## src/sv/kdfa_pkg.sv

```systemverilog
// ----------------------------------------------------------------------------
// kdfa_pkg: shared types, codes and keyword trie of the keyword tokenizer
// Holds the scan state codes, token kinds, character codes, the keyword trie
// as constant tables, and the token record that travels from scanner to queue.
// ----------------------------------------------------------------------------
package kdfa_pkg;

   // Field widths.
   localparam int STATE_W  = 7;
   localparam int KIND_W   = 6;
   localparam int INT_W    = 31;
   localparam int FRAC_W   = 30;
   localparam int FCNT_W   = 4;
   localparam int LINE_W   = 24;
   localparam int BAD_W    = 9;
   localparam int SYM_W    = 9;
   localparam int NODE_W   = 6;
   localparam int TRIE_N   = 58;
   localparam int FRAC_DIGITS_MAX = 9;
   localparam int MAX_TOK  = 3;

   // Token queue geometry.
   localparam int QDEPTH   = 4;
   localparam int QPTR_W   = 2;
   localparam int QCNT_W   = 3;

   localparam logic [INT_W-1:0]  INT_MAX  = '1;
   localparam logic [LINE_W-1:0] LINE_MAX = '1;

   // Scan states.
   localparam logic [STATE_W-1:0] S_START    = 7'd0;
   localparam logic [STATE_W-1:0] S_STRING   = 7'd1;
   localparam logic [STATE_W-1:0] S_INT      = 7'd2;
   localparam logic [STATE_W-1:0] S_INT_DOT  = 7'd3;
   localparam logic [STATE_W-1:0] S_FRAC     = 7'd4;
   localparam logic [STATE_W-1:0] S_IDENT    = 7'd5;
   localparam logic [STATE_W-1:0] S_EQ       = 7'd6;
   localparam logic [STATE_W-1:0] S_BANG     = 7'd7;
   localparam logic [STATE_W-1:0] S_GT       = 7'd8;
   localparam logic [STATE_W-1:0] S_LT       = 7'd9;
   localparam logic [STATE_W-1:0] S_SLASH    = 7'd10;
   localparam logic [STATE_W-1:0] S_LINE_CMT = 7'd11;
   localparam logic [STATE_W-1:0] S_BLK      = 7'd12;
   localparam logic [STATE_W-1:0] S_BLK_STAR = 7'd13;
   localparam logic [STATE_W-1:0] S_PLUS     = 7'd14;
   localparam logic [STATE_W-1:0] S_MINUS    = 7'd15;
   localparam logic [STATE_W-1:0] S_STAR     = 7'd16;
   localparam logic [STATE_W-1:0] S_BSLASH   = 7'd17;
   localparam logic [STATE_W-1:0] S_TRIE     = 7'd18;
   localparam logic [STATE_W-1:0] S_TRIE_END = 7'd76;

   // Token kinds.
   localparam logic [KIND_W-1:0] K_NEWLINE = 6'd0;
   localparam logic [KIND_W-1:0] K_STRING  = 6'd1;
   localparam logic [KIND_W-1:0] K_INTEGER = 6'd2;
   localparam logic [KIND_W-1:0] K_DECIMAL = 6'd3;
   localparam logic [KIND_W-1:0] K_IDENT   = 6'd4;
   localparam logic [KIND_W-1:0] K_ASSIGN  = 6'd22;
   localparam logic [KIND_W-1:0] K_EQ      = 6'd23;
   localparam logic [KIND_W-1:0] K_NE      = 6'd24;
   localparam logic [KIND_W-1:0] K_GT      = 6'd25;
   localparam logic [KIND_W-1:0] K_GE      = 6'd26;
   localparam logic [KIND_W-1:0] K_LT      = 6'd27;
   localparam logic [KIND_W-1:0] K_LE      = 6'd28;
   localparam logic [KIND_W-1:0] K_DIV     = 6'd29;
   localparam logic [KIND_W-1:0] K_DIV_EQ  = 6'd30;
   localparam logic [KIND_W-1:0] K_ADD     = 6'd31;
   localparam logic [KIND_W-1:0] K_ADD_EQ  = 6'd32;
   localparam logic [KIND_W-1:0] K_SUB     = 6'd33;
   localparam logic [KIND_W-1:0] K_SUB_EQ  = 6'd34;
   localparam logic [KIND_W-1:0] K_MUL     = 6'd35;
   localparam logic [KIND_W-1:0] K_MUL_EQ  = 6'd36;
   localparam logic [KIND_W-1:0] K_LPAR    = 6'd37;
   localparam logic [KIND_W-1:0] K_RPAR    = 6'd38;
   localparam logic [KIND_W-1:0] K_LBRK    = 6'd39;
   localparam logic [KIND_W-1:0] K_RBRK    = 6'd40;
   localparam logic [KIND_W-1:0] K_LBRACE  = 6'd41;
   localparam logic [KIND_W-1:0] K_RBRACE  = 6'd42;
   localparam logic [KIND_W-1:0] K_DOT     = 6'd43;
   localparam logic [KIND_W-1:0] K_COMMA   = 6'd44;
   localparam logic [KIND_W-1:0] K_COLON   = 6'd45;
   localparam logic [KIND_W-1:0] K_SEMI    = 6'd46;
   localparam logic [KIND_W-1:0] K_EOS     = 6'd47;
   localparam logic [KIND_W-1:0] K_ERROR   = 6'd48;

   // Character codes on the 9-bit symbol (bit 8 marks end of input).
   localparam logic [SYM_W-1:0] CH_EOI   = 9'h100;
   localparam logic [SYM_W-1:0] CH_NL    = 9'h00A;
   localparam logic [SYM_W-1:0] CH_TAB   = 9'h009;
   localparam logic [SYM_W-1:0] CH_CR    = 9'h00D;
   localparam logic [SYM_W-1:0] CH_SP    = 9'h020;
   localparam logic [SYM_W-1:0] CH_BANG  = 9'h021;
   localparam logic [SYM_W-1:0] CH_QUOTE = 9'h022;
   localparam logic [SYM_W-1:0] CH_LPAR  = 9'h028;
   localparam logic [SYM_W-1:0] CH_RPAR  = 9'h029;
   localparam logic [SYM_W-1:0] CH_STAR  = 9'h02A;
   localparam logic [SYM_W-1:0] CH_PLUS  = 9'h02B;
   localparam logic [SYM_W-1:0] CH_COMMA = 9'h02C;
   localparam logic [SYM_W-1:0] CH_MINUS = 9'h02D;
   localparam logic [SYM_W-1:0] CH_DOT   = 9'h02E;
   localparam logic [SYM_W-1:0] CH_SLASH = 9'h02F;
   localparam logic [SYM_W-1:0] CH_D0    = 9'h030;
   localparam logic [SYM_W-1:0] CH_D9    = 9'h039;
   localparam logic [SYM_W-1:0] CH_COLON = 9'h03A;
   localparam logic [SYM_W-1:0] CH_SEMI  = 9'h03B;
   localparam logic [SYM_W-1:0] CH_LT    = 9'h03C;
   localparam logic [SYM_W-1:0] CH_EQ    = 9'h03D;
   localparam logic [SYM_W-1:0] CH_GT    = 9'h03E;
   localparam logic [SYM_W-1:0] CH_UA    = 9'h041;
   localparam logic [SYM_W-1:0] CH_UZ    = 9'h05A;
   localparam logic [SYM_W-1:0] CH_LBRK  = 9'h05B;
   localparam logic [SYM_W-1:0] CH_BSL   = 9'h05C;
   localparam logic [SYM_W-1:0] CH_RBRK  = 9'h05D;
   localparam logic [SYM_W-1:0] CH_UND   = 9'h05F;
   localparam logic [SYM_W-1:0] CH_LA    = 9'h061;
   localparam logic [SYM_W-1:0] CH_LZ    = 9'h07A;
   localparam logic [SYM_W-1:0] CH_LCB   = 9'h07B;
   localparam logic [SYM_W-1:0] CH_RCB   = 9'h07D;

   // Keyword trie: character, parent node (ROOT for first letters), kind.
   localparam logic [7:0] ROOT = 8'hFF;

   localparam logic [7:0] TRIE_CH [TRIE_N] = '{
      "i","f","n",
      "e","l","s","e","n","d",
      "n","o","t","i","l",
      "a","n","d",
      "o","r",
      "t","r","u","e","o",
      "f","a","l","s","e","o","r",
      "d","e","f",
      "w","h","i","l","e",
      "r","e","t","u","r","n",
      "b","r","e","a","k",
      "c","o","n","t","i","n","u","e"};

   localparam logic [7:0] TRIE_PAR [TRIE_N] = '{
      8'hFF, 8'd0, 8'd0,
      8'hFF, 8'd3, 8'd4, 8'd5, 8'd3, 8'd7,
      8'hFF, 8'd9, 8'd10, 8'd9, 8'd12,
      8'hFF, 8'd14, 8'd15,
      8'hFF, 8'd17,
      8'hFF, 8'd19, 8'd20, 8'd21, 8'd19,
      8'hFF, 8'd24, 8'd25, 8'd26, 8'd27, 8'd24, 8'd29,
      8'hFF, 8'd31, 8'd32,
      8'hFF, 8'd34, 8'd35, 8'd36, 8'd37,
      8'hFF, 8'd39, 8'd40, 8'd41, 8'd42, 8'd43,
      8'hFF, 8'd45, 8'd46, 8'd47, 8'd48,
      8'hFF, 8'd50, 8'd51, 8'd52, 8'd53, 8'd54, 8'd55, 8'd56};

   localparam logic [KIND_W-1:0] TRIE_KIND [TRIE_N] = '{
      6'd4, 6'd5, 6'd6,
      6'd4, 6'd4, 6'd4, 6'd7, 6'd4, 6'd8,
      6'd4, 6'd4, 6'd9, 6'd4, 6'd10,
      6'd4, 6'd4, 6'd11,
      6'd4, 6'd12,
      6'd4, 6'd4, 6'd4, 6'd13, 6'd14,
      6'd4, 6'd4, 6'd4, 6'd4, 6'd15, 6'd4, 6'd16,
      6'd4, 6'd4, 6'd17,
      6'd4, 6'd4, 6'd4, 6'd4, 6'd18,
      6'd4, 6'd4, 6'd4, 6'd4, 6'd4, 6'd19,
      6'd4, 6'd4, 6'd4, 6'd4, 6'd20,
      6'd4, 6'd4, 6'd4, 6'd4, 6'd4, 6'd4, 6'd4, 6'd21};

   // One result token.
   typedef struct packed {
      logic [KIND_W-1:0] kind;
      logic [INT_W-1:0]  int_value;
      logic [FRAC_W-1:0] frac_value;
      logic [FCNT_W-1:0] frac_digits;
      logic [LINE_W-1:0] line_number;
      logic [BAD_W-1:0]  bad_byte;
      logic              last;
   } token_type;

   // Queue status seen by the top level.
   typedef struct packed {
      logic [QCNT_W-1:0] count;
      logic              room;
   } queue_status_type;

   function automatic logic is_digit(input logic [SYM_W-1:0] c);
      return (c >= CH_D0) && (c <= CH_D9);
   endfunction

   function automatic logic is_ident(input logic [SYM_W-1:0] c);
      return is_digit(c) || ((c >= CH_LA) && (c <= CH_LZ)) ||
             ((c >= CH_UA) && (c <= CH_UZ)) || (c == CH_UND);
   endfunction

   // Child lookup: {found, node index}. All entries are compared in parallel.
   function automatic logic [NODE_W:0] trie_find(input logic [7:0] parent,
                                                 input logic [SYM_W-1:0] c);
      logic [NODE_W:0] r;
      r = '0;
      for (int i = 0; i < TRIE_N; i++) begin
         if ((TRIE_PAR[i] == parent) && ({1'b0, TRIE_CH[i]} == c)) begin
            r = {1'b1, NODE_W'(i)};
         end
      end
      return r;
   endfunction

endpackage

```

## src/sv/keyword_tokenizer_dfa_unit.sv

```systemverilog
// ----------------------------------------------------------------------------
// keyword_tokenizer_dfa_unit: byte-serial keyword tokenizer
// Scans source bytes and emits tokens with line and number values.
// ----------------------------------------------------------------------------
// Usage:
//   The request channel carries one source byte per transaction in req_tdata,
//   with req_tuser high to mark end of input (the byte is then ignored).
//   The response channel carries one token per transaction; rsp_tlast is
//   high on the last token caused by a request.
//   A request is registered on acceptance and scanned once the queue has room
//   for three tokens; then all its tokens (zero to three) are written into a
//   four-entry token queue in one step. The first token shows on rsp_tvalid
//   once the queue has registered that step, so a token passes the input
//   register and the queue before the receiver can take it.
//   One request is taken per cycle while the queue holds at most one token,
//   so with one token or less per request and a ready receiver the rate is
//   one request per cycle; requests that yield two or three tokens hold back
//   later requests until the queue drains to one token, one token per cycle.
//   When the receiver stalls, the queue fills and req_tready drops; nothing
//   is lost. Reset empties the queue and the input register, puts the
//   scanner in its start state with line count one and zero accumulators.
// ----------------------------------------------------------------------------
module keyword_tokenizer_dfa_unit import kdfa_pkg::*; (
   input  logic         clock,
   input  logic         reset,
   // Request channel.
   input  logic         req_tvalid,
   output logic         req_tready,
   input  logic [7:0]   req_tdata,   // [7:0] input_byte
   input  logic         req_tuser,   // [0] end_of_input
   // Response channel.
   output logic         rsp_tvalid,
   input  logic         rsp_tready,
   output logic [103:0] rsp_tdata,   // [5:0] token_kind, [36:6] int_value,
                                     // [66:37] frac_value, [70:67] frac_digits,
                                     // [94:71] line_number, [103:95] bad_byte
   output logic         rsp_tlast    // last token of the request
);

   logic                    in_valid_ff;
   logic [SYM_W-1:0]        sym_ff;
   logic                    fire;
   token_type [MAX_TOK-1:0] toks;
   logic [1:0]              tok_count;
   logic [LINE_W-1:0]       line_now;
   token_type               head;
   queue_status_type        qstat;
   logic                    pop;

   assign fire       = in_valid_ff && qstat.room;
   assign req_tready = !in_valid_ff || fire;
   assign pop        = rsp_tvalid && rsp_tready;

   // Input register.
   always_ff @(posedge clock) begin
      if (reset) begin
         in_valid_ff <= 1'b0;
      end else if (req_tready) begin
         in_valid_ff <= req_tvalid;
      end
   end

   always_ff @(posedge clock) begin
      if (req_tready && req_tvalid) begin
         sym_ff <= req_tuser ? CH_EOI : {1'b0, req_tdata};
      end
   end

   kdfa_scan u_scan (
      .clock     (clock),
      .reset     (reset),
      .fire      (fire),
      .sym       (sym_ff),
      .toks      (toks),
      .tok_count (tok_count),
      .line_now  (line_now)
   );

   kdfa_queue u_queue (
      .clock      (clock),
      .reset      (reset),
      .push       (fire),
      .push_toks  (toks),
      .push_count (tok_count),
      .pop        (pop),
      .head       (head),
      .not_empty  (rsp_tvalid),
      .status     (qstat)
   );

   // Response packing.
   assign rsp_tdata = {head.bad_byte, head.line_number, head.frac_digits,
                       head.frac_value, head.int_value, head.kind};
   assign rsp_tlast = head.last;

   // The queue never holds more tokens than it has entries.
   a_queue_bound: assert property (@(posedge clock) disable iff (reset)
      qstat.count <= QCNT_W'(QDEPTH))
      else $error("token queue overflow");

   // A scan step only happens with room for a full item.
   a_fire_room: assert property (@(posedge clock) disable iff (reset)
      fire |-> qstat.count <= QCNT_W'(QDEPTH - MAX_TOK))
      else $error("scan step without queue room");

   // The line count starts at one and never wraps to zero.
   a_line_nonzero: assert property (@(posedge clock) disable iff (reset)
      line_now != '0)
      else $error("line count is zero");

endmodule

```

## src/sv/kdfa_scan.sv

```systemverilog
// ----------------------------------------------------------------------------
// kdfa_scan: scanner state and token step
// Holds scan state, line count and number accumulators. For one symbol it
// runs the scan step and, where the ending symbol must be seen again, the
// start-state step, producing up to three tokens in the same cycle.
// ----------------------------------------------------------------------------
module kdfa_scan import kdfa_pkg::*; (
   input  logic                  clock,
   input  logic                  reset,
   input  logic                  fire,
   input  logic [SYM_W-1:0]      sym,
   output token_type [MAX_TOK-1:0] toks,
   output logic [1:0]            tok_count,
   output logic [LINE_W-1:0]     line_now
);

   logic [STATE_W-1:0] state_ff, state_in;
   logic [LINE_W-1:0]  line_ff, line_in;
   logic [INT_W-1:0]   int_ff, int_in;
   logic [FRAC_W-1:0]  frac_ff, frac_in;
   logic [FCNT_W-1:0]  fcnt_ff, fcnt_in;

   // Start-state step results.
   logic [STATE_W-1:0] st_state;
   logic               st_emit;
   logic [KIND_W-1:0]  st_kind;
   logic [BAD_W-1:0]   st_bad;
   logic               st_nl;
   logic               st_digit;
   logic [NODE_W:0]    root_hit;

   // Scan step results.
   logic [STATE_W-1:0] p1_state;
   logic               rescan;
   logic [1:0]         p1_n;
   logic [KIND_W-1:0]  p1_k0, p1_k1;
   logic [BAD_W-1:0]   p1_b0;
   logic               p1_nl;
   logic               p1_int_digit;
   logic               p1_frac_digit;
   logic [NODE_W:0]    node_hit;
   logic [NODE_W-1:0]  node;
   logic               in_trie;

   // Arithmetic helpers.
   logic [3:0]         dval;
   logic [INT_W+3:0]   int_mul;
   logic [FRAC_W+3:0]  frac_mul;
   logic [LINE_W-1:0]  line_inc;
   logic               do_nl;

   assign dval     = sym[3:0];
   assign int_mul  = ({4'd0, int_ff} << 3) + ({4'd0, int_ff} << 1) + (INT_W+4)'(dval);
   assign frac_mul = ({4'd0, frac_ff} << 3) + ({4'd0, frac_ff} << 1) + (FRAC_W+4)'(dval);
   assign line_inc = (line_ff == LINE_MAX) ? line_ff : line_ff + 1'b1;
   assign line_now = line_ff;

   // Start-state step.
   assign root_hit = trie_find(ROOT, sym);
   always_comb begin
      st_state = S_START;
      st_emit  = 1'b0;
      st_kind  = K_ERROR;
      st_bad   = '0;
      st_nl    = 1'b0;
      st_digit = 1'b0;
      if (sym == CH_EOI) begin
         st_emit = 1'b1;
         st_kind = K_EOS;
      end else if (sym == CH_SP || sym == CH_TAB || sym == CH_CR) begin
         st_emit = 1'b0;
      end else if (sym == CH_NL) begin
         st_nl   = 1'b1;
         st_emit = 1'b1;
         st_kind = K_NEWLINE;
      end else if (sym == CH_QUOTE) begin
         st_state = S_STRING;
      end else if (is_digit(sym)) begin
         st_digit = 1'b1;
         st_state = S_INT;
      end else if (root_hit[NODE_W]) begin
         st_state = S_TRIE + STATE_W'(root_hit[NODE_W-1:0]);
      end else if (is_ident(sym)) begin
         st_state = S_IDENT;
      end else begin
         case (sym)
            CH_PLUS:  st_state = S_PLUS;
            CH_MINUS: st_state = S_MINUS;
            CH_STAR:  st_state = S_STAR;
            CH_SLASH: st_state = S_SLASH;
            CH_BSL:   st_state = S_BSLASH;
            CH_EQ:    st_state = S_EQ;
            CH_GT:    st_state = S_GT;
            CH_LT:    st_state = S_LT;
            CH_BANG:  st_state = S_BANG;
            CH_LPAR:  begin st_emit = 1'b1; st_kind = K_LPAR;   end
            CH_RPAR:  begin st_emit = 1'b1; st_kind = K_RPAR;   end
            CH_LBRK:  begin st_emit = 1'b1; st_kind = K_LBRK;   end
            CH_RBRK:  begin st_emit = 1'b1; st_kind = K_RBRK;   end
            CH_LCB:   begin st_emit = 1'b1; st_kind = K_LBRACE; end
            CH_RCB:   begin st_emit = 1'b1; st_kind = K_RBRACE; end
            CH_DOT:   begin st_emit = 1'b1; st_kind = K_DOT;    end
            CH_COMMA: begin st_emit = 1'b1; st_kind = K_COMMA;  end
            CH_COLON: begin st_emit = 1'b1; st_kind = K_COLON;  end
            CH_SEMI:  begin st_emit = 1'b1; st_kind = K_SEMI;   end
            default:  begin st_emit = 1'b1; st_kind = K_ERROR; st_bad = sym; end
         endcase
      end
   end

   // Scan step from the current state.
   assign in_trie  = (state_ff >= S_TRIE) && (state_ff < S_TRIE_END);
   assign node     = NODE_W'(state_ff - S_TRIE);
   assign node_hit = trie_find({2'b00, node}, sym);

   always_comb begin
      p1_state      = S_START;
      rescan        = 1'b0;
      p1_n          = 2'd0;
      p1_k0         = K_ERROR;
      p1_k1         = K_DOT;
      p1_b0         = '0;
      p1_nl         = 1'b0;
      p1_int_digit  = 1'b0;
      p1_frac_digit = 1'b0;
      if (in_trie) begin
         if (node_hit[NODE_W]) begin
            p1_state = S_TRIE + STATE_W'(node_hit[NODE_W-1:0]);
         end else if (is_ident(sym)) begin
            p1_state = S_IDENT;
         end else begin
            p1_n   = 2'd1;
            p1_k0  = TRIE_KIND[node];
            rescan = 1'b1;
         end
      end else begin
         case (state_ff)
            S_START: begin
               p1_state = st_state;
            end
            S_STRING: begin
               if (sym == CH_QUOTE) begin
                  p1_n  = 2'd1;
                  p1_k0 = K_STRING;
               end else if (sym == CH_EOI) begin
                  p1_n   = 2'd1;
                  p1_k0  = K_ERROR;
                  p1_b0  = CH_EOI;
                  rescan = 1'b1;
               end else begin
                  p1_state = S_STRING;
                  p1_nl    = (sym == CH_NL);
               end
            end
            S_INT: begin
               if (sym == CH_DOT) begin
                  p1_state = S_INT_DOT;
               end else if (is_digit(sym)) begin
                  p1_state     = S_INT;
                  p1_int_digit = 1'b1;
               end else begin
                  p1_n   = 2'd1;
                  p1_k0  = K_INTEGER;
                  rescan = 1'b1;
               end
            end
            S_INT_DOT: begin
               if (is_digit(sym)) begin
                  p1_state      = S_FRAC;
                  p1_frac_digit = 1'b1;
               end else begin
                  // Integer followed by a lone dot.
                  p1_n   = 2'd2;
                  p1_k0  = K_INTEGER;
                  p1_k1  = K_DOT;
                  rescan = 1'b1;
               end
            end
            S_FRAC: begin
               if (is_digit(sym)) begin
                  p1_state      = S_FRAC;
                  p1_frac_digit = 1'b1;
               end else begin
                  p1_n   = 2'd1;
                  p1_k0  = K_DECIMAL;
                  rescan = 1'b1;
               end
            end
            S_IDENT: begin
               if (is_ident(sym)) begin
                  p1_state = S_IDENT;
               end else begin
                  p1_n   = 2'd1;
                  p1_k0  = K_IDENT;
                  rescan = 1'b1;
               end
            end
            S_EQ, S_GT, S_LT, S_PLUS, S_MINUS, S_STAR: begin
               p1_n = 2'd1;
               case (state_ff)
                  S_EQ:    p1_k0 = (sym == CH_EQ) ? K_EQ     : K_ASSIGN;
                  S_GT:    p1_k0 = (sym == CH_EQ) ? K_GE     : K_GT;
                  S_LT:    p1_k0 = (sym == CH_EQ) ? K_LE     : K_LT;
                  S_PLUS:  p1_k0 = (sym == CH_EQ) ? K_ADD_EQ : K_ADD;
                  S_MINUS: p1_k0 = (sym == CH_EQ) ? K_SUB_EQ : K_SUB;
                  default: p1_k0 = (sym == CH_EQ) ? K_MUL_EQ : K_MUL;
               endcase
               rescan = (sym != CH_EQ);
            end
            S_BANG: begin
               p1_n = 2'd1;
               if (sym == CH_EQ) begin
                  p1_k0 = K_NE;
               end else begin
                  p1_k0  = K_ERROR;
                  p1_b0  = sym;
                  rescan = 1'b1;
               end
            end
            S_SLASH: begin
               if (sym == CH_SLASH) begin
                  p1_state = S_LINE_CMT;
               end else if (sym == CH_STAR) begin
                  p1_state = S_BLK;
               end else if (sym == CH_EQ) begin
                  p1_n  = 2'd1;
                  p1_k0 = K_DIV_EQ;
               end else begin
                  p1_n   = 2'd1;
                  p1_k0  = K_DIV;
                  rescan = 1'b1;
               end
            end
            S_LINE_CMT: begin
               if (sym == CH_NL || sym == CH_EOI) begin
                  rescan = 1'b1;
               end else begin
                  p1_state = S_LINE_CMT;
               end
            end
            S_BLK, S_BLK_STAR: begin
               if (sym == CH_EOI) begin
                  rescan = 1'b1;
               end else if (sym == CH_STAR) begin
                  p1_state = S_BLK_STAR;
               end else if (sym == CH_SLASH && state_ff == S_BLK_STAR) begin
                  p1_state = S_START;
               end else begin
                  p1_state = S_BLK;
                  p1_nl    = (sym == CH_NL);
               end
            end
            S_BSLASH: begin
               if (sym == CH_NL) begin
                  p1_nl = 1'b1;
               end else begin
                  p1_n   = 2'd1;
                  p1_k0  = K_ERROR;
                  p1_b0  = sym;
                  rescan = 1'b1;
               end
            end
            default: begin
               rescan = 1'b1;
            end
         endcase
      end
   end

   // Assemble the token list and next state.
   always_comb begin
      logic [KIND_W-1:0] k [MAX_TOK];
      logic [BAD_W-1:0]  b [MAX_TOK];
      logic              use_start;
      logic [1:0]        n;
      use_start = rescan || (state_ff == S_START && !in_trie);
      k[0] = p1_k0;
      b[0] = p1_b0;
      k[1] = p1_k1;
      b[1] = '0;
      k[2] = st_kind;
      b[2] = st_bad;
      n    = p1_n;
      if (use_start && st_emit) begin
         k[n] = st_kind;
         b[n] = st_bad;
         n    = n + 2'd1;
      end
      tok_count = n;
      for (int i = 0; i < MAX_TOK; i++) begin
         toks[i].kind        = k[i];
         toks[i].int_value   = (k[i] == K_INTEGER || k[i] == K_DECIMAL) ? int_ff : '0;
         toks[i].frac_value  = (k[i] == K_DECIMAL) ? frac_ff : '0;
         toks[i].frac_digits = (k[i] == K_DECIMAL) ? fcnt_ff : '0;
         toks[i].line_number = (k[i] == K_NEWLINE) ? line_inc : line_ff;
         toks[i].bad_byte    = (k[i] == K_ERROR) ? b[i] : '0;
         toks[i].last        = (2'(i) == n - 2'd1);
      end

      // Next state and accumulators.
      state_in = rescan ? st_state : p1_state;
      do_nl    = p1_nl || (use_start && st_nl);
      line_in  = do_nl ? line_inc : line_ff;
      int_in   = int_ff;
      frac_in  = frac_ff;
      fcnt_in  = fcnt_ff;
      if (use_start && st_digit) begin
         int_in  = INT_W'(dval);
         frac_in = '0;
         fcnt_in = '0;
      end else if (p1_int_digit) begin
         int_in = (int_mul > {4'd0, INT_MAX}) ? INT_MAX : int_mul[INT_W-1:0];
      end else if (p1_frac_digit && fcnt_ff < FCNT_W'(FRAC_DIGITS_MAX)) begin
         frac_in = frac_mul[FRAC_W-1:0];
         fcnt_in = fcnt_ff + 1'b1;
      end
   end

   // State registers.
   always_ff @(posedge clock) begin
      if (reset) begin
         state_ff <= S_START;
         line_ff  <= LINE_W'(1);
         int_ff   <= '0;
         frac_ff  <= '0;
         fcnt_ff  <= '0;
      end else if (fire) begin
         state_ff <= state_in;
         line_ff  <= line_in;
         int_ff   <= int_in;
         frac_ff  <= frac_in;
         fcnt_ff  <= fcnt_in;
      end
   end

endmodule

```

## src/sv/kdfa_queue.sv

```systemverilog
// ----------------------------------------------------------------------------
// kdfa_queue: token queue
// Four-entry queue that takes up to three tokens in one cycle and hands them
// out one per transaction on the result side.
// ----------------------------------------------------------------------------
module kdfa_queue import kdfa_pkg::*; (
   input  logic                    clock,
   input  logic                    reset,
   input  logic                    push,
   input  token_type [MAX_TOK-1:0] push_toks,
   input  logic [1:0]              push_count,
   input  logic                    pop,
   output token_type               head,
   output logic                    not_empty,
   output queue_status_type        status
);

   token_type         mem_ff [QDEPTH];
   logic [QPTR_W-1:0] wp_ff, wp_in;
   logic [QPTR_W-1:0] rp_ff, rp_in;
   logic [QCNT_W-1:0] cnt_ff, cnt_in;
   logic [1:0]        n_push;

   assign n_push       = push ? push_count : 2'd0;
   assign head         = mem_ff[rp_ff];
   assign not_empty    = (cnt_ff != '0);
   assign status.count = cnt_ff;
   // Room for a full three-token item.
   assign status.room  = (cnt_ff <= QCNT_W'(QDEPTH - MAX_TOK));

   // Pointer and count update.
   always_comb begin
      wp_in  = wp_ff + QPTR_W'(n_push);
      rp_in  = pop ? rp_ff + 1'b1 : rp_ff;
      cnt_in = cnt_ff + QCNT_W'(n_push) - QCNT_W'(pop);
   end

   always_ff @(posedge clock) begin
      if (reset) begin
         wp_ff  <= '0;
         rp_ff  <= '0;
         cnt_ff <= '0;
      end else begin
         wp_ff  <= wp_in;
         rp_ff  <= rp_in;
         cnt_ff <= cnt_in;
      end
   end

   // Token storage.
   always_ff @(posedge clock) begin
      for (int i = 0; i < MAX_TOK; i++) begin
         if (2'(i) < n_push) begin
            mem_ff[wp_ff + QPTR_W'(i)] <= push_toks[i];
         end
      end
   end

endmodule
```

## config.mk

```make
export PLATFORM = sky130hd
export DESIGN_NAME = keyword_tokenizer_dfa_unit
export DESIGN_NICKNAME = d
export VERILOG_FILES = /design/src/sv/kdfa_pkg.sv /design/src/sv/keyword_tokenizer_dfa_unit.sv /design/src/sv/kdfa_scan.sv /design/src/sv/kdfa_queue.sv
export SDC_FILE = /design/constraint.sdc
export NUM_CORES = 1
export LEC_CHECK = 0
export BUFFER_PORTS_ARGS = -buffer_cell sky130_fd_sc_hd__buf_2
export CAP_MARGIN = 40
export CORE_AREA = 4 4 353 389
export DETAILED_ROUTE_END_ITERATION = 7
export DIE_AREA = 0 0 357 393
export SLEW_MARGIN = 20
export SYNTH_ARGS = -nofsm -noshare
export SYNTH_HDL_FRONTEND = slang
export SYNTH_HIERARCHICAL = 1
export SYNTH_SLANG_ARGS = --single-unit
```

## constraint.sdc

```tcl
create_clock -name clock -period 16.6 [get_ports clock]
set_clock_uncertainty 0.15 [all_clocks]
set_input_delay 1.66 -clock clock [delete_from_list [all_inputs] [get_ports clock]]
set_output_delay 1.66 -clock clock [all_outputs]
set_load 0.01 [all_outputs]
```

==> results.py, run 1 <==
metrics = {
    "timing": {
        "finalHoldViolCount": 0,
        "setup-violations-final": 0,
        "layout_min_cycle_time_ps": 7310,
        "min_period_over_period": 0.440,
        "hold_ws_ps": 358,
        "slew_viol_final": 0,
        "fmax_mhz": 137,
        "tightest_slew_ps": 878,
        "worst_slack_ps": 9290,
        "rsz0062_at_grt": "false",
        "tns_ps": 0,
        "maxSlewHeadroom": 0.400,
    },
    "place": {
        "gp_congestion": 0.940,
        "place_hpwl_um": 76600,
        "dp_worst_setup_slack_ps": 9170,
        "placed_area_sq_um": 41800,
        "portBuffers": 119,
        "place_inst": 5256,
    },
    "power_and_ir_drop": {
        "p_leak_nw": 17.6,
        "vdd_drop_max_uv": 81.4,
        "fin_total_pwr_mw": 4.78,
        "p_per_area_nw_per_um2": 109,
    },
    "worst_setup_path": {
        "cp-start-kind": "flip-flop",
        "cp_data_required_time_ps": 16820,
        "criticalPathCategory": "flip-flop to flip-flop",
        "cp-end-kind": "flip-flop",
        "arrival_ps": 7530,
        "worstPathMaxFanout": 31,
    },
    "synthesis": {
        "synth_top_area_cell": "edfxtp_1",
        "yosysMostFrequentCell": "mux2_2",
        "ys.flop_type": "edfxtp_1",
        "synthTopCellsByCount": "mux2_2, edfxtp_1, nor2_1",
        "synth_area_sq_um": 39800,
        "synth.area.top_cells": "edfxtp_1, mux2_2, mux4_2",
        "synth-simple-area-share": 0.109,
        "synth.distinct_cells": 102,
        "ys.warnings.count": 6,
        "synth_top_cell_area_share": 0.324,
        "synth_top_family_by_area": "multiplexers",
        "synthMuxAreaShare": 0.303,
        "yosysSeqAreaShare": 0.377,
        "syn_inst": 3524,
        "synth.avg_cell_area_sq_um": 11.3,
        "synthAdderAreaFrac": 0.0437,
        "synth_xor_area_frac": 0.0286,
        "async_flop_share": 0,
        "synth_compound_area_frac": 0.0796,
        "ys_seq_elements": 535,
        "synth-edff-count": 429,
    },
    "cells_and_area": {
        "drive_gt1_frac": 0.345,
        "fill_cells": 13600,
        "fin_nets": 3682,
        "fin_util": 0.326,
        "stdcell_area_sq_um": 43700,
        "multiInputGateArea_sq_um": 23000,
        "seq_area_sq_um": 15000,
        "synthToLayoutAreaGrowth_pct": 9.81,
        "stdcell_count": 5369,
    },
    "floorplan": {
        "pin_count": 120,
        "rows": 141,
        "die_x_um": 357,
        "core_region_area_sq_um": 134000,
        "start_util": 0.297,
        "die-area_sq_um": 140000,
        "fp.dieH_um": 393,
    },
    "drt": {
        "wire_per_inst_um": 21.3,
        "num_vias": 28100,
        "first_iter_violations": 2336,
        "ant_nets": 0,
        "via_per_inst": 5.24,
        "drc": 0,
        "routed_wl_um": 115000,
        "drt-pass1-iter-count": 5,
    },
    "clock_tree": {
        "htreeDepth": 2,
        "clock_latency_ps": 640,
        "path_clk_slew_ps": 60,
        "cts_tree": "built",
        "cts_root_buf": "clkbuf_16",
        "post_cts_buffers": 0,
        "cts_buffers": 54,
        "holdBufCountCts": 0,
        "ctsLongestPathBuffers": 3,
        "ctsResizeCount": 0,
        "cts_num_sinks": 535,
    },
    "worst_hold_path": {
        "min_path_type": "flip-flop to flip-flop",
    },
    "grt": {
        "antenna_found_initial": 8,
        "grt_pass1_wl_um": 175000,
        "grt_usage": 0.159,
        "grt_pass1_vias": 28800,
        "grt-ovfl-total": 0,
        "grt_max_degree": 96,
    },
    "status": {
        "status": "finished clean",
    },
    "job": {
        "max_cap_viol_count": 0,
    },
}
## routing by layer
metal  global-route usage  part of all wire  vias up
met5                    0           0.00018        -
met2                0.271              0.48      790
met1                0.206              0.44    14000
met4               0.0462             0.026        4
met3               0.0264             0.055      187
li1                     -                 -    13200
## final timing paths
| path | start | endpoint | slack, ps | cells after the start |
|---|---|---|---|---|
| setup / recovery | sym_ff[8] | u_queue/mem_ff[1][89] | 9290 | 18 |
| hold / removal | u_scan/int_ff[21] | u_scan/int_ff[21] | 360 | 2 |
| hold reg to reg | u_scan/int_ff[21] | u_scan/int_ff[21] | 360 | 2 |
| setup reg to reg | sym_ff[8] | u_queue/mem_ff[1][89] | 9290 | 18 |
## power by group
group,switching [mW],total (mW),internal (mW)
combinational,1.08,1.82,0.737
sequential,0.0767,1.76,1.69
clock,0.551,1.20,0.646
total,1.71,4.78,3.07
## state kept, by name, summed over array words and instances (netlist names), named ones only
| signal | count |
|---|---|
| u_scan/fcnt_ff | 4 |
| u_scan/line_now | 24 |
| u_scan/int_ff | 31 |
| sym_ff | 9 |
| u_scan/frac_ff | 30 |
| u_queue/rp_ff | 2 |
| u_scan/state_ff | 7 |
| u_queue/wp_ff | 2 |
| in_valid_ff | 1 |
| u_queue/mem_ff | 420 |
| u_queue/cnt_ff | 3 |
## layout by cell type (no fill, tap or decap), drive strengths merged, types with 88 or more instances in the layout
cell type  instances
dfxtp            106
nor2             211
ha               131
o21ai            103
nand3             90
xnor2             88
nand2            194
mux4             105
mux2             848
buf              199
a21oi            116
and3              92
edfxtp           429
conb             130
## critical path: stages (launching register included)
cell	delay, ps
edfxtp_1	630
and3b_1	530
nand2_1	210
nor2_2	610
inv_1	550
a22oi_1	350
nand3_1	110
nor3_1	150
o21ai_0	190
ha_1	320
mux2_2	300
inv_1	410
nor4bb_4	370
buf_4	460
buf_12	300
buf_4	410
buf_12	290
mux2_2	380
mux2_2	260
## logic make-up (layout without fill, tap and decap cells)
logic type               Yosys count  in the layout
AND/OR/NAND/NOR                  843            843
other                              1            134
multiplexers                     965            965
flip-flops                       535            535
buffers and inverters            436            361
AO/OA/AOI/OAI                    478            478
XOR/XNOR                         130            130
adder cells (fa/ha/maj)          136            136
## area by class of cell
| cell class | count | area share |
|---|---|---|
| multi-input combinational | 2682 | 0.527 |
| timing repair buffer | 200 | 0.0339 |
| sequential | 535 | 0.344 |
| clock buffer | 77 | 0.0353 |
| antenna | 4 | 0.000229 |
| clock inverter | 24 | 0.00321 |
| tap | 1787 | 0.0512 |
| inverter | 60 | 0.00516 |
Power figures use the tool's default switching activity.
==> run 2: changes to the inputs <==
==> constraint.sdc (replaced) <==
create_clock -name clock -period 7.1 [get_ports clock]
set_clock_uncertainty 0.15 [all_clocks]
set_input_delay 0.71 -clock clock [delete_from_list [all_inputs] [get_ports clock]]
set_output_delay 0.71 -clock clock [all_outputs]
set_load 0.01 [all_outputs]
==> results.py, run 2 (same netlist as run 1, synthesis figures left out) <==
metrics = {
    "status": {
        "status": "finished clean",
    },
    "drt": {
        "first_iter_violations": 1875,
        "via_per_inst": 5.22,
        "ant_nets": 0,
        "drt-pass1-iter-count": 6,
        "num_vias": 28100,
        "wire_per_inst_um": 21.0,
        "drc": 0,
        "routed_wl_um": 113000,
    },
    "worst_setup_path": {
        "endpoint": "u_queue/mem_ff[0][54]",
        "criticalPathCategory": "flip-flop to flip-flop",
        "arrival_ps": 6320,
        "reg2reg_slack_ps": 1010,
        "worstPathMaxFanout": 34,
        "crit_slowest_cell": "edfxtp_1",
        "max_stage_delay_ps": 780,
        "reg2reg_to": "u_queue/mem_ff[0][54]",
        "cp-end-kind": "flip-flop",
        "crit_path_cell_trace": "and3b_1 > nand2_1 > nor2_1 > inv_1 > buf_4 > a22oi_1 > nand3_1 > nor3_1 > o21ai_0 > inv_1 > ha_1 > nand2_4 > mux2i_1 > nor3_4 > buf_4 > and2_4 > and3_1 > mux2_1 > mux2_2",
        "cp-start-kind": "flip-flop",
        "ff2ff_path_depth": 19,
        "cp_data_required_time_ps": 7330,
        "setup.worst_path.start": "sym_ff[1]",
        "r2r_start": "sym_ff[1]",
    },
    "power_and_ir_drop": {
        "vdd_drop_max_uv": 174,
        "fin_total_pwr_mw": 11.4,
        "p_leak_nw": 17.8,
        "p_per_area_nw_per_um2": 259,
    },
    "job": {
        "max_cap_viol_count": 0,
    },
    "cells_and_area": {
        "fill_cells": 13500,
        "mostFrequentLayoutCell": "mux2_2",
        "synthToLayoutAreaGrowth_pct": 10.5,
        "multiInputGateArea_sq_um": 23000,
        "largest-register": "u_queue/mem_ff",
        "final_cell_mix": "mux2_2, edfxtp_1, nor2_1",
        "largest_reg_flops": 420,
        "top_regs": "u_queue/mem_ff x420, u_scan/int_ff x31, u_scan/frac_ff x30",
        "drive_gt1_frac": 0.349,
        "fin_nets": 3698,
        "seq_area_sq_um": 15000,
    },
    "timing": {
        "tightest_slew_ps": 853,
        "slew_viol_final": 0,
        "layout_min_cycle_time_ps": 6090,
        "maxSlewHeadroom": 0.431,
        "min_period_over_period": 0.858,
        "fmax_mhz": 164,
        "hold_ws_ps": 220,
        "finalHoldViolCount": 0,
        "rsz0062_at_grt": "false",
        "tns_ps": 0,
        "setup-violations-final": 0,
    },
    "place": {
        "gp_congestion": 0.917,
        "portBuffers": 119,
        "place_hpwl_um": 73900,
    },
    "grt": {
        "grt-ovfl-total": 0,
        "grt_pass1_vias": 28300,
        "antenna_found_initial": 3,
        "grt_max_degree": 106,
        "grt_pass1_wl_um": 173000,
        "grt_usage": 0.156,
    },
    "floorplan": {
        "core_region_area_sq_um": 134000,
        "pin_count": 120,
        "die_x_um": 357,
        "rows": 141,
        "fp.dieH_um": 393,
        "die-area_sq_um": 140000,
        "start_util": 0.297,
    },
    "clock_tree": {
        "path_clk_slew_ps": 70,
        "cts_root_buf": "clkbuf_16",
        "cts_buffers": 56,
        "ctsLongestPathBuffers": 3,
        "cts_tree": "built",
        "clock_latency_ps": 640,
        "htreeDepth": 2,
        "cts_num_sinks": 535,
        "ctsResizeCount": 0,
        "holdBufCountCts": 0,
        "post_cts_buffers": 0,
    },
    "worst_hold_path": {
        "min_path_type": "input port to flip-flop",
        "min_from": "req_tvalid",
    },
}
[run 2: cell count changes in the layout (fill, tap and decap cells not counted), sizes merged]
cell / previous run / this run
clkbuf: 78 / 84
diode: 4 / 2
bufinv: 0 / 5
clkinvlp: 3 / 0
buf: 199 / 213
clkinv: 19 / 16
[run 2: cell type report]
cell class / instances / area share
diodes: 2 / 0.000114
clock buffers: 83 / 0.0365
clock inverters: 23 / 0.00621
inverters: 60 / 0.00512
multi-input cells: 2682 / 0.524
flip-flops and latches: 535 / 0.342
well taps: 1787 / 0.0509
repair buffers: 214 / 0.0358
[run 2: how the worst min path moves through the flow]
stage / end / slack [ps] / depth (start not counted)
2_1_floorplan: u_scan/fcnt_ff[3] / 300 / 2
3_3_place_gp: u_scan/fcnt_ff[3] / 330 / 2
3_5_place_dp: u_scan/fcnt_ff[3] / 320 / 2
4_1_cts: in_valid_ff / 170 / 3
5_1_grt: in_valid_ff / 190 / 3
6_report: in_valid_ff / 220 / 3
[run 2: per-stage QoR]
| step | setup slack (ps) | instance area [sq um] | util | instances |
|---|---|---|---|---|
| 2_1_floorplan | -1110 | 40300 | - | 3653 |
| 3_3_place_gp | 747 | 41900 | 0.314 | 5267 |
| 3_5_place_dp | 1100 | 42000 | 0.314 | 5274 |
| 4_1_cts | 1110 | 43900 | 0.328 | 5380 |
| 5_1_grt | 740 | 43900 | 0.329 | 5384 |
| 6_report | 1010 | 43900 | 0.329 | 5386 |
[run 2: layer usage]
| layer | up-vias | global-route usage | part of all wire |
|---|---|---|---|
| met5 | - | 0 | 0 |
| met3 | 175 | 0.0218 | 0.055 |
| met2 | 824 | 0.267 | 0.48 |
| met1 | 13900 | 0.206 | 0.44 |
| li1 | 13200 | - | - |
| met4 | 0 | 0.0450 | 0.026 |
[run 2: critical path, delay by kind of cell, from the launching register on]
kind	cells	cell delay, ps
and+or+nand+nor	9	2270
muxes	3	1260
DFF	1	780
buffers and inverters	4	650
AOI/OAI and AO/OA	2	490
adders and majority gates	1	210
[run 2: power breakdown]
part | switching (mW) | internal [mW] | total (mW)
registers | 0.192 | 3.94 | 4.14
clock network | 1.30 | 1.75 | 3.05
logic | 2.49 | 1.71 | 4.20
==> run 3: changes to the inputs <==
==> constraint.sdc (replaced) <==
create_clock -name clock -period 7.1 [get_ports clock]
set_clock_uncertainty 0.15 [all_clocks]
set_input_delay 0.71 -clock clock [delete_from_list [all_inputs] [get_ports clock]]
set_output_delay 0.71 -clock clock [all_outputs]
set_load 0.1 [all_outputs]
==> results.py, run 3 (same netlist as run 1, synthesis figures left out) <==
metrics = {
    "status": {
        "status": "finished clean",
    },
    "timing": {
        "layout_min_cycle_time_ps": 6100,
        "rsz0062_at_grt": "false",
        "min_period_over_period": 0.859,
        "setup-violations-final": 0,
        "finalHoldViolCount": 0,
        "tns_ps": 0,
        "maxSlewHeadroom": 0.383,
        "tightest_slew_ps": 916,
        "slew_viol_final": 0,
        "fmax_mhz": 164,
        "hold_ws_ps": 202,
    },
    "cells_and_area": {
        "drive_gt1_frac": 0.351,
        "largest_reg_flops": 420,
        "fin_nets": 3699,
        "mostFrequentLayoutCell": "mux2_2",
        "synthToLayoutAreaGrowth_pct": 10.7,
        "top_regs": "u_queue/mem_ff x420, u_scan/int_ff x31, u_scan/frac_ff x30",
        "final_cell_mix": "mux2_2, edfxtp_1, nor2_1",
        "largest-register": "u_queue/mem_ff",
    },
    "clock_tree": {
        "holdBufCountCts": 0,
        "path_clk_slew_ps": 60,
        "cts_buffers": 56,
        "htreeDepth": 2,
        "cts_root_buf": "clkbuf_16",
        "post_cts_buffers": 0,
        "ctsResizeCount": 0,
        "ctsLongestPathBuffers": 3,
        "cts_num_sinks": 535,
        "cts_tree": "built",
        "clock_latency_ps": 640,
    },
    "worst_setup_path": {
        "cp_data_required_time_ps": 7330,
        "criticalPathCategory": "flip-flop to flip-flop",
        "worstPathMaxFanout": 34,
        "cp-end-kind": "flip-flop",
        "arrival_ps": 6330,
        "cp-start-kind": "flip-flop",
        "reg2reg_slack_ps": 1000,
        "r2r_start": "sym_ff[6]",
        "setup.worst_path.start": "sym_ff[6]",
    },
    "job": {
        "max_cap_viol_count": 0,
    },
    "floorplan": {
        "rows": 141,
        "start_util": 0.297,
        "die-area_sq_um": 140000,
        "core_region_area_sq_um": 134000,
        "fp.dieH_um": 393,
        "pin_count": 120,
        "die_x_um": 357,
    },
    "worst_hold_path": {
        "min_from": "req_tvalid",
        "min_path_type": "input port to flip-flop",
    },
    "power_and_ir_drop": {
        "swShare": 0.448,
        "p_per_area_nw_per_um2": 306,
        "p_leak_nw": 17.8,
        "p_clk_frac": 0.228,
        "p_seq_frac": 0.304,
        "vdd_drop_max_uv": 253,
        "p_comb_frac": 0.468,
        "p_int_mw": 7.42,
        "power_switching_mw": 6.02,
    },
    "grt": {
        "grt_usage": 0.157,
        "grt_max_degree": 106,
        "grt_pass1_vias": 28600,
        "grt-ovfl-total": 0,
        "grt_pass1_wl_um": 174000,
        "antenna_found_initial": 4,
    },
    "drt": {
        "routed_wl_um": 113000,
        "wire_per_inst_um": 21.0,
        "ant_nets": 0,
        "drt-pass1-iter-count": 8,
        "num_vias": 28100,
        "first_iter_violations": 2132,
        "drc": 0,
        "via_per_inst": 5.21,
    },
    "place": {
        "portBuffers": 119,
        "gp_congestion": 0.917,
        "place_hpwl_um": 74000,
    },
}
run 3: cell count changes in the layout (fill, tap and decap cells not counted), sizes merged:
cell,delta
clkinvlp,+4
clkbuf,-3
buf,+2
inv,-2
bufinv,-1
diode,-1
run 3: layout make-up:
class,instances,area (sq um)
antenna,1,2.50
clock buffer,81,1640
clock inverter,24,249
fill,13600,89700
inverter,60,225
multi-input combinational,2682,23000
sequential,535,15000
tap,1787,2240
timing repair buffer,215,1620
run 3: per-layer routing:
metal | GRT usage | wire length, um | vias to the layer above
met5 | 0 | 0 | -
met4 | 0.0438 | 3080 | 0
met3 | 0.0185 | 5870 | 193
met2 | 0.270 | 54600 | 799
met1 | 0.208 | 49700 | 13900
li1 | - | - | 13200
run 3: power by group through the flow:
stage / clock (mW) / sequential, mW / combinational, mW
detailed placement: 0 / 4.21 / 6.23
global placement: 0 / 4.21 / 6.20
global route: 3.25 / 4.13 / 6.63
floorplan: 0 / 4.13 / 4.92
finish: 3.06 / 4.09 / 6.29
CTS: 3.14 / 4.14 / 6.26
run 3: final timing paths:
kind                      endpoint  depth (start not counted)
max          u_queue/mem_ff[2][37]                         17
max reg2reg  u_queue/mem_ff[2][37]                         17
min                    in_valid_ff                          3
min reg2reg       u_scan/int_ff[7]                          2
run 3: worst max-delay path: stages, from the launching register on:
cell and delay [ps]:
edfxtp_1 630, nor4b_2 520, buf_4 250, nand4b_1 280, or3_1 390, a21oi_1 290, nor3_1 90, o21ai_0 360
inv_1 80, ha_1 230, nand2_4 270, mux2i_1 730, nor3_4 60, buf_4 280, and2_4 320, and3_1 300
mux2_2 280, mux2_2 270
run 3: through the flow:
step | std cells | setup slack [ps] | area, sq um | utilization | power [mW]
after global routing | 5384 | 718 | 44000 | 0.329 | 14.0
after CTS | 5380 | 1110 | 43900 | 0.329 | 13.5
after detailed placement | 5275 | 1120 | 42100 | 0.314 | 10.4
after floorplan | 3653 | -1110 | 40300 | - | 9.05
after global placement | 5267 | 733 | 41900 | 0.314 | 10.4
final | 5385 | 998 | 44000 | 0.329 | 13.4
